===== src/design/amra_pkg.sv =====
// ----------------------------------------------------------------------------
// amra_pkg
// Shared constants, types and codes of the audio mix ring accumulator.
// ----------------------------------------------------------------------------
package amra_pkg;

    // ring geometry (SEG_DEPTH is a power of two)
    localparam int SEG_DEPTH = 4096;
    localparam int SEGMENTS  = 3;
    localparam int SEG_BITS  = $clog2(SEG_DEPTH);
    localparam int SEG_W     = $clog2(SEGMENTS);
    localparam int MEM_DEPTH = SEGMENTS * SEG_DEPTH;
    localparam int MEM_AW    = $clog2(MEM_DEPTH);

    // field widths
    localparam int IDX_W    = 32;
    localparam int SAMPLE_W = 24;
    localparam int GAIN_W   = 16;
    localparam int LEN_W    = 24;
    localparam int ACC_W    = 32;
    localparam int CNT_W    = 32;

    // Q1.15 gains: 1.0 is 1 << GAIN_FRAC
    localparam int GAIN_FRAC = 15;
    localparam logic [GAIN_W-1:0] GAIN_ONE      = GAIN_W'(1 << GAIN_FRAC);
    localparam logic [GAIN_W-1:0] VOLUME_RESET  = GAIN_ONE;

    localparam int AG_W    = 2 * GAIN_W;              // amplitude * fade gain
    localparam int MPROD_W = SAMPLE_W + AG_W - 1;     // |sample| * ag, < 2^54
    localparam int RPROD_W = ACC_W + GAIN_W;          // |slot| * volume
    localparam int MIX_SH  = 2 * GAIN_FRAC;           // Q1.15 * Q1.15

    typedef logic [IDX_W-1:0]           index_t;
    typedef logic signed [SAMPLE_W-1:0] sample_t;
    typedef logic [GAIN_W-1:0]          gain_t;
    typedef logic [LEN_W-1:0]           len_t;
    typedef logic [MEM_AW-1:0]          addr_t;

    typedef enum logic {
        ACT_MIX  = 1'b0,
        ACT_READ = 1'b1
    } action_t;

    typedef enum logic [3:0] {
        ST_CLEAR,
        ST_IDLE,
        ST_PLACE,
        ST_DIV,
        ST_MUL_GAIN,
        ST_MUL_SAMPLE,
        ST_MIX_WB,
        ST_RD_FETCH,
        ST_RD_MUL,
        ST_RD_WB
    } state_t;

    // request to the fade-gain divider
    typedef struct packed {
        logic start;
        len_t num;
        len_t den;
    } div_req_t;

    // divider status back to the controller
    typedef struct packed {
        logic                   done;
        logic [GAIN_FRAC-1:0]   quo;
    } div_rsp_t;

endpackage


===== src/design/amra_div.sv =====
// ----------------------------------------------------------------------------
// amra_div
// Restoring divider for the release fade: quo = floor(num * 2^15 / den),
// one quotient bit per cycle, for num < den.
// ----------------------------------------------------------------------------
module amra_div (
    input  logic               clk,
    input  logic               rst_n,
    input  amra_pkg::div_req_t req,
    output amra_pkg::div_rsp_t rsp
);
    import amra_pkg::*;

    localparam int DIV_CW = $clog2(GAIN_FRAC);

    logic                 busy_reg, busy_next;
    logic                 done_reg, done_next;
    logic [DIV_CW-1:0]    cnt_reg, cnt_next;
    logic [LEN_W:0]       part_reg, part_next;
    logic [GAIN_FRAC-1:0] quo_reg, quo_next;
    len_t                 den_reg, den_next;
    logic [LEN_W:0]       shifted;

    always_comb
    begin
        busy_next = busy_reg;
        done_next = 1'b0;
        cnt_next  = cnt_reg;
        part_next = part_reg;
        quo_next  = quo_reg;
        den_next  = den_reg;
        // remainder stays below den, so it fits LEN_W bits before the shift
        shifted   = {part_reg[LEN_W-1:0], 1'b0};
        if (req.start)
        begin
            busy_next = 1'b1;
            cnt_next  = DIV_CW'(GAIN_FRAC - 1);
            part_next = {1'b0, req.num};
            quo_next  = '0;
            den_next  = req.den;
        end
        else if (busy_reg)
        begin
            if (shifted >= {1'b0, den_reg})
            begin
                part_next = shifted - {1'b0, den_reg};
                quo_next  = {quo_reg[GAIN_FRAC-2:0], 1'b1};
            end
            else
            begin
                part_next = shifted;
                quo_next  = {quo_reg[GAIN_FRAC-2:0], 1'b0};
            end
            cnt_next = cnt_reg - 1'b1;
            if (cnt_reg == '0)
            begin
                busy_next = 1'b0;
                done_next = 1'b1;
            end
        end
    end

    always_ff @(posedge clk or negedge rst_n)
    begin
        if (!rst_n)
        begin
            busy_reg <= 1'b0;
            done_reg <= 1'b0;
            cnt_reg  <= '0;
        end
        else
        begin
            busy_reg <= busy_next;
            done_reg <= done_next;
            cnt_reg  <= cnt_next;
        end
    end

    always_ff @(posedge clk)
    begin
        part_reg <= part_next;
        quo_reg  <= quo_next;
        den_reg  <= den_next;
    end

    assign rsp.done = done_reg;
    assign rsp.quo  = quo_reg;

endmodule


===== config.mk =====
export PLATFORM = sky130hd
export DESIGN_NAME = amra_div
export DESIGN_NICKNAME = d
export VERILOG_FILES = /design/src/design/amra_pkg.sv /design/src/design/amra_div.sv
export SDC_FILE = /design/constraint.sdc
export NUM_CORES = 1
export LEC_CHECK = 0
export BUFFER_PORTS_ARGS = -buffer_cell sky130_fd_sc_hd__buf_4
export CAP_MARGIN = 20
export CORE_MARGIN = 4
export CORE_UTILIZATION = 42
export CTS_CLUSTER_SIZE = 40
export DETAILED_ROUTE_END_ITERATION = 7
export HOLD_SLACK_MARGIN = 0.1
export SETUP_SLACK_MARGIN = 0.2
export SKIP_LAST_GASP = 1
export SYNTH_ARGS = -nofsm -noshare
export SYNTH_HDL_FRONTEND = slang
export SYNTH_SLANG_ARGS = --single-unit

===== constraint.sdc =====
create_clock -name clk -period 2.7 [get_ports clk]
set_input_delay 0.405 -clock clk [delete_from_list [all_inputs] [get_ports clk]]
set_output_delay 0.405 -clock clk [all_outputs]
set_load 0.01 [all_outputs]

Word level (Yosys, flattened, before mapping) --
Cells that the tools add are included.
Storage, ports and cells: output and inout bits 16, word-level logic and storage cells 23, register bits 69
Cells by class: add/sub/neg operators 2, multiplexer cells 12, reductions and logical operators 2, magnitude comparators 1
Operators with widths (count):
- $mux 24 | 3
- $ge 25x24->1 | 1
- $sub 24x24->24 | 1
- $mux 4 | 2
- $mux 1 | 7
- $logic_not 4->1 | 1
- $sub 4x1->4 const B | 1
- $reduce_bool 2->1 | 1

Longest topological paths before layout --
Gate-level depths: netlist of the first run.
depth after elaboration 4, gate-level depth with buffers 12, depth with buffers taken out 10

Worst setup path before layout of the first run --
OpenSTA, ideal clock, no wires.
path type register to register, start point reg part_reg[11], end point reg part_reg[23], data pin, setup time 0.261 ns, data arrival time 2.154 ns, period minus slack after synthesis 2.415 ns, stages on the path, launching flop included 10, path buffers 0, path slack 0.285 ns, data required time 2.439 ns, cell sequence edfxtp_1 -> ha_1 -> a21o_1 -> a211o_1 -> a211oi_2 -> nand3_1 -> a311oi_2 -> xor2_1 -> nor3_1 -> a221o_1
On the way: cells in the longest elaborated chain, start to end 4, elaborated cells on any way between the ends 5
RTL lines:
- start: declaration | RTL line amra_div.sv:19 | logic [LEN_W:0] part_reg, part_next;
- start signal: assignment | RTL line amra_div.sv:81 | part_reg <= part_next;
- $sub 24x24->24 or $ge 25x24->1 (tied branches) | RTL line amra_div.sv:46, amra_div.sv:44
- $mux 24 (*) | RTL line amra_div.sv:44 | if (shifted >= {1'b0, den_reg})
- $mux 24 (*) | RTL line amra_div.sv:42 | else if (busy_reg)
- $mux 24 (*) | RTL line amra_div.sv:34 | if (req.start)
- named net part_next[23] | RTL line amra_div.sv:19
Mark *: on every way through the listed nets, which the timed path passes. The rest lies on a longest branch. The select of a mux whose other input is x is not followed. A chain may end at the register's enable or synchronous reset.

Final worst setup path of the first run --
start point reg part_reg[15], end point reg part_reg[22], data pin
Same word-level chain as after synthesis.

==> results of run 1 <==
[worst max path at each step]
stage	depth (start not counted)	slack (ns)	end
floorplan	9	0.29	part_reg[23]
global placement	10	0.03	part_reg[22]
detailed placement	9	-0.03	part_reg[1]
CTS	10	0.20	part_reg[22]
global route	10	0.12	part_reg[22]
finish	10	0.20	part_reg[22]
[worst max-delay path, delay by kind of cell (launching register included)]
| family | cells | cell delay [ns] |
|---|---|---|
| AO/OA/AOI/OAI | 6 | 1.07 |
| adder cells (fa/ha/maj) | 1 | 0.35 |
| AND/OR/NAND/NOR | 2 | 0.22 |
| flip-flops | 1 | 0.43 |
| buffers and inverters | 1 | 0.17 |
[power breakdown]
group / internal [W] / switching (W) / leakage (nW)
registers: 0.00145 / 0.000203 / 0.682
logic: 0.00188 / 0.00191 / 1.68
clock network: 0.000371 / 0.000445 / 0.0953
total: 0.00370 / 0.00256 / 2.45
[stage by stage]
| stage | hold WS, ns | std cells | TNS [ns] | utilization (%) |
|---|---|---|---|---|
| final | 0.204 | 655 | 0 | 59.0 |
| after global routing | 0.176 | 655 | 0 | 59.0 |
| after CTS | 0.189 | 642 | 0 | 55.5 |
| after detailed placement | 0.217 | 616 | -0.178 | 50.4 |
| after global placement | 0.216 | 616 | 0 | 50.4 |
| after floorplan | 0.109 | 417 | 0 | - |
[timing repair]
item	in CTS	in global routing
resized for setup	38	46
setup endpoints to repair	25	19
cloned	1	0
endpoints found under the hold margin	6	0
pin swaps	13	35
buffers inserted	8	13
hold buffers	1	0
[synth_stat cells (all sizes together) (4+ instances only)]
| master | number | area [µm²] |
|---|---|---|
| mux2i | 19 | 190 |
| nand4 | 4 | 25.0 |
| dfxtp | 15 | 300 |
| edfxtp | 48 | 1440 |
| a21oi | 23 | 138 |
| nor3 | 10 | 50.1 |
| xnor2 | 13 | 114 |
| clkbuf | 9 | 33.8 |
| o21ai | 22 | 110 |
| nand3 | 11 | 60.1 |
| o21a | 4 | 30.0 |
| dfrtp | 6 | 150 |
| ha | 25 | 313 |
| nor2b | 6 | 37.5 |
| xor2 | 9 | 78.8 |
| a211oi | 6 | 50.1 |
| o311ai | 11 | 96.3 |
| nor2 | 32 | 120 |
| a221o | 4 | 40.0 |
| nand2 | 40 | 150 |
| nand2b | 5 | 31.3 |
| nand3b | 12 | 90.1 |
| a21o | 8 | 60.1 |
| buf | 14 | 75.1 |
| inv | 29 | 109 |
[area by class of cell]
type	instances	area, µm²
flip-flops and latches	69	1890
inverters	29	109
fillers	847	3990
well taps	133	166
repair buffers	111	871
multi-input cells	297	2520
clock buffers	11	141
clock inverters	5	41.3
[cells by family (layout without fill, tap and decap cells)]
| group | after synthesis | in the layout | share of synthesized area, % |
|---|---|---|---|
| buf+inv | 52 | 156 | 5.23 |
| fa+ha+maj | 26 | 26 | 7.99 |
| flops | 69 | 69 | 45.4 |
| xor+xnor | 22 | 22 | 4.62 |
| compound gates | 98 | 99 | 16.7 |
| mux | 20 | 20 | 4.83 |
| simple gates | 130 | 130 | 15.2 |
[layer usage]
metal | share of wire (%) | wire, µm | GRT usage [%] | vias to the layer above
met5 | 0 | 0 | 0 | -
met4 | 1.2 | 122 | 4.06 | 0
met3 | 5.8 | 599 | 6.24 | 12
met2 | 48 | 4950 | 28.6 | 70
met1 | 45 | 4610 | 21.7 | 1637
li1 | - | - | - | 1716
==> flow_results.org, run 1 <==
** Synthesis
- Syn_nets :: 494
- Share of synthesized flip-flops with an asynchronous set or reset :: 8.70%
- The Yosys step of the flow raised 0 warnings.
- Post-synth design cell area :: 4170 µm²
- Averaged over all synthesized cells, the footprint is 9.99 µm².
- After technology mapping, the gate count stands at 417.
- Sequential-to-total area share from yosys stat :: 45.4%
- Synth cell types :: 55
- Most used flip-flop cell after synthesis :: edfxtp_1
- The synthesized design contains 69 register bits.
- In this run, synthesis inferred 48 flip-flops with an integrated enable.

** Floorplan
- From bottom edge to top edge, the die measures between 100 and 150 µm.
- The die covers about 12000 µm².
- After floorplanning, the core was divided into 36 placement rows.
- Initial core utilization :: between 40% and 50%
- Horizontal extent of the die :: between 100 and 150 µm
- During I/O placement, the number of pins put on the boundary was between 60 and 70.
- In this run the standard cell core region covers 9730 µm².

** Layout
- Commonest cells after routing, fill and taps aside :: buf_4 (103), edfxtp_1 (48), nand2_1 (38), nor2_1 (30), inv_1 (26)
- Most frequent standard cell in the layout excluding fill and tap cells :: buf_4
- The finished cells cover around 5700 µm².
- From synthesis to final layout, the design area changed by 37.8%.
- Net total in the final layout :: a little under 600
- The post-route netlist has 36.8% of its cells at a drive strength greater than 1.
- The repair_antennas step left the layout with diodes totalling 0.

** Clock network
- Number of levels the H-tree was split into :: 3
- Num Clock Sinks :: 69
- CTS placed an instance of clkbuf_8 at the clock tree root.
- CTS Buf Count :: 9
- CTS max path bufs :: 2
- After clock tree synthesis, the clock-pin slew on the worst setup and hold paths is 0.08 ns.
- At the later pin of the worst-skew pair, clock insertion delay measures roughly 0.37 ns.
- TritonCTS built the clock tree.

** Critical path
- Beginning of the worst register-to-register path :: part_reg[15]
- The worst setup path is captured at a flip-flop.
- Along the worst path, the maximum fanout reaches 7.
- The endpoint identified for the worst register-to-register timing path is part_reg[22].
- Start point of the critical path :: part_reg[15]
- Worst r2r path cells :: 10
- The slowest stage of the critical path belongs to the cell edfxtp_1.
- The critical path in this run is classified as flip-flop to flip-flop.
- Walking the worst path, the cells encountered are ha_4, nand2_1, o21ai_2, nand3_1, a21oi_2, a31oi_4, a22o_4, buf_4, a2111oi_4, a221oi_1.
- On the worst path, the slowest cell contributes a delay of 0.43 ns.
- CP required :: 2.81 ns
- Kind of launch point of the worst setup path :: flip-flop
- Data on the critical path arrives at its endpoint at 2.62 ns.
- The setup check on the worst reg-to-reg path leaves a slack of 0.20 ns.

** Worst hold path
- The worst hold path begins at req[20].
- Type of the tightest min-delay check :: input pin to flip-flop
- Count of cells along the worst hold path :: 1
- The worst hold path terminates at den_reg[20].

** STA
- Worst Skew :: approximately 0.01 ns
- Dividing the final minimum period by the clock period gives 92.7%.
- Number of pins exceeding their max-slew limit in the final report :: 0
- The final hold violation count is 0.
- Count of endpoints failing setup in the final report :: 0
- Fmax :: 400 MHz
- Fin worst setup slack :: 0.197 ns
- The worst path needs 2.50 ns of the cycle, external delays included.
- The worst pin sits at a relative slew slack of 57.3%.
- Worst-margin pin slew :: 0.640 ns
- Setup repair after global routing missed its margin :: yes

** Global route
- GR Util All Layers :: between 10% and 20%
- Maximum number of pins on one net before global-route repair :: between 50 and 60
- The first global-routing pass estimated around 16000 µm of wire.
- The number of global-route vias before repair was 3352.
- Antenna violations before repair :: 0
- Remaining Overflow, GRT :: 0

** Placed design
- Placement-stage worst setup slack :: -0.0255 ns
- Detailed placement ended at an HPWL of 6610 µm.
- Buffers placed on the I/O ports in this run total 66.
- At the end of routability-driven placement, the weighted congestion stood at approximately 0.87.
- Post-placement cell area :: approximately 5000 µm²

** Routing
- Detailed-routing iteration count for the pre-antenna-repair pass :: 4
- DRC violation total after the first TritonRoute iteration :: 146
- Via total after detailed routing :: 3435
- In the routed design, unresolved DRC markers number 0.
- In the final routed layout, each cell accounts on average for 15.7 µm.
- The count of nets left with antenna violations once routing finished came out at 0.
- WL final :: 10300 µm
- After detailed routing, the number of vias per cell comes to 5.24.

** Power
- The design draws about 0.0063 W.
- For this design the static power due to leakage is 2.45 nW.
- IR analysis of the VDD net gives a maximum drop of 445 µV.
- In this run the power density over the cells is 1090 nW/µm².

** Run
- Number of max-capacitance violations reported :: 0

** Outcome
- Status :: complete, no violations
Note: power is estimated with default switching activity, not from simulation.
==> run 2, diff against run 1 <==
--- a/config.mk
+++ b/config.mk
@@ -9,6 +9,7 @@
 export CAP_MARGIN = 20
 export CORE_MARGIN = 4
 export CORE_UTILIZATION = 42
+export CTS_BUF_LIST = sky130_fd_sc_hd__clkbuf_8 sky130_fd_sc_hd__clkbuf_16
 export CTS_CLUSTER_SIZE = 40
 export DETAILED_ROUTE_END_ITERATION = 7
 export HOLD_SLACK_MARGIN = 0.1
==> run 2 against run 1 <==
Sequential share of layout area rose by 0.11 points. Via count fell by 0.15%. Combinational power barely moved. Register-to-register slack barely moved. Worst setup slack got worse by 0.0017 ns. Final area fell by 0.33%. Non-clock buffer count did not move. Core utilization fell by 0.19 points. Wire length fell by 0.55%. Highest routed layer unchanged.
==> flow_results.org, run 2 (synthesized netlist as in run 1, its figures left out) <==
** Critical path
- At the worst endpoint, the required time is 2.81 ns.
- The startpoint identified for the worst register-to-register timing path is part_reg[15].
- Together, buffers and inverters on the worst path number 1.
- Walking the worst path, the cells encountered are ha_4, and3_4, nand2_2, nor3_2, a31oi_4, a22o_4, buf_4, a2111oi_4, a221oi_1.
- Kind of launch point of the worst setup path :: flip-flop
- The worst setup path is captured at a flip-flop.
- Worst path arrival time :: ~2.6 ns
- Tracing the worst setup path back leads to its startpoint at part_reg[15].
- Largest fanout on the critical path :: 7
- The cell family contributing the most delay on the critical path is compound AO/OA/AOI/OAI gates.
- CP peak stage delay :: 0.43 ns
- Among all stages on the critical path, the largest delay is contributed by edfxtp_1.
- The critical path is of the flip-flop to flip-flop type.

** Floorplan
- In this run the standard cell core region covers 9730 µm².
- IO Pins :: 67
- Row generation in the floorplan step produced 36 rows.
- Vertical die dimension :: between 100 and 150 µm
- Initial core utilization :: 42.8%
- The die is 108 µm wide.
- Area enclosed by the die boundary :: 11600 µm²

** Layout
- The area growth from synthesis to layout is 37.4%.
- The layout has 854 filler cells.
- In the final layout, flip-flops and latches occupy about 1900 µm².
- Cells fill about three fifths of the core in the end.
- In the final layout, the share of cells above drive strength 1 is 36.6%.
- In the layout the commonest cells are buf_4 (101), edfxtp_1 (48), nand2_1 (37), nor2_1 (32), inv_1 (27).
- The finished cells cover 5720 µm².
- Net total in the final layout :: between 500 and 600
- Most frequent standard cell in the layout excluding fill and tap cells :: buf_4
- Leaving out filler cells and counting taps, the final layout contains 655.
- In the final layout, the multi-input gates occupy approximately 2500 µm².
- The repair_antennas step left the layout with diodes totalling 0.

** Routing
- After detailed routing, the average wire length per cell comes to 15.6 µm.
- Summed over all layers, the routed wires come to 10200 µm.
- In the detailed route, the total length drawn on met2 is 4930 µm.
- The pre-antenna-repair detailed-routing pass consisted of 4 iterations.
- Summed over all nets, wire length on met3 after detailed routing comes to 630 µm.
- The highest layer touched by signal routing is met4.
- The detail route stage leaves a number of antenna-violating nets equal to 0.
- Using the TritonRoute via totals, the vias-per-cell ratio works out to approximately 5.2.
- DRC violation total after the first TritonRoute iteration :: 149
- The detailed router put a total of 4560 µm of wire on met1.
- DRC violations left :: 0
- Summing over every cut layer, the via total after detailed routing is 3430.

** STA
- For the final routed database, the setup TNS stands at 0 ns.
- Worst Skew :: 0.00980 ns
- Worst-margin pin slew :: between 0.6 and 0.7 ns
- Count of endpoints failing setup in the final report :: 0
- Final Hold Violating Endpoints :: 0
- Measured against its own limit, the worst slew margin works out to 56.8%.
- Number of pins exceeding their max-slew limit in the final report :: 0
- Final worst path period share :: approximately 93%
- Fmax :: 399 MHz
- The smallest clock period supported by the final layout is computed as 2.50 ns.
- Setup repair after global routing could not meet its margin everywhere.

** Placed design
- # port buffers :: 66
- Post-placement cell area :: 4900 µm²
- Detailed-placement wirelength estimate :: 6610 µm
- RePlAce Congestion :: around 0.87
- Placed cells :: around 600

** Power
- Proportion of power drawn by the clock network :: 13.1%
- Proportion of power drawn by flip-flops and latches :: about a quarter
- Net switching is 40.7% of the power.
- Standby leakage power :: 2.45 nW
- Power Total :: 0.00624 W
- In this run the power density over the cells is 1090 nW/µm².
- The worst-case IR drop observed on VDD is around 440 µV.
- Summed over all nets, the switching power comes to 0.00254 W.
- Combinational power share :: 60.6%
- The internal power of the cells totals 0.00370 W.

** Clock network
- Buffer type at the clock tree root :: clkbuf_8
- CTS clock-pin slew for the worst setup and hold paths :: about 0.08 ns
- Clock latency reported for the late side of the worst-skew pair :: 0.37 ns
- CTS max path bufs :: 2
- Clock tree from TritonCTS :: done
- CTS Buf Count :: 9
- Num Clock Sinks :: 69
- The H-tree was split into 3 levels.

** Worst hold path
- The min-delay analysis places its worst path in the category input pin to flip-flop.
- In this run the most critical hold path is launched from req[8].

** Global route
- The first global-routing pass estimated 15800 µm of wire.
- Antenna violations before repair :: 0
- The number of global-route vias before repair was roughly 3.4k.
- For this run, the total global-route usage over all layers was measured as between 10% and 20%.
- Entering global routing, the biggest net connects 54 pins.
- Remaining Overflow, GRT :: 0

** Outcome
- Status :: complete, no violations

** Run
- Number of max-capacitance violations reported :: 0
[run 2: worst paths after layout]
check	to	slack (ns)	cells past startpoint
hold / removal	den_reg[8]	0.20	1
max in group asynchronous	cnt_reg[0]	2.21	2
setup reg to reg	part_reg[22]	0.20	9
setup / recovery	part_reg[22]	0.20	9
hold reg to reg	quo_reg[14]	0.51	2
min in group asynchronous	done_reg	0.37	2
[run 2: layer usage]
metal / track usage (%) / vias up
met5: 0 / -
met4: 4.06 / 0
met3: 6.24 / 9
met2: 28.7 / 75
met1: 21.7 / 1630
li1: - / 1716
[run 2: what timing repair did]
action                     in CTS  in global routing
hold endpoints to repair        6                  0
setup endpoints to repair      25                 20
buffers inserted                9                 12
gates cloned                    1                  0
hold buffers                    1                  0
pin swaps                      12                 35
gates resized for setup        38                 43
[run 2: metrics by stage]
| stage | hold WS [ns] | setup slack, ns |
|---|---|---|
| 6_report | 0.203 | 0.196 |
| 5_1_grt | 0.176 | 0.124 |
| 4_1_cts | 0.189 | 0.202 |
| 3_5_place_dp | 0.217 | -0.0255 |
| 3_3_place_gp | 0.216 | 0.0302 |
| 2_1_floorplan | 0.109 | 0.285 |
[run 2: cell type report]
type | instances | share of cell area, %
multi-input cells | 297 | 43.6
flip-flops and latches | 69 | 33.0
repair buffers | 111 | 15.3
well taps | 133 | 2.91
clock buffers | 10 | 2.40
inverters | 29 | 1.90
clock inverters | 6 | 0.787
[run 2: power groups by stage]
stage / logic (W) / registers [W] / clock network, W
2_1_floorplan: 0.00203 / 0.00156 / 0
3_3_place_gp: 0.00274 / 0.00159 / 0
3_5_place_dp: 0.00277 / 0.00160 / 0
4_1_cts: 0.00323 / 0.00162 / 0.000835
5_1_grt: 0.00408 / 0.00167 / 0.000884
6_report: 0.00378 / 0.00164 / 0.000815
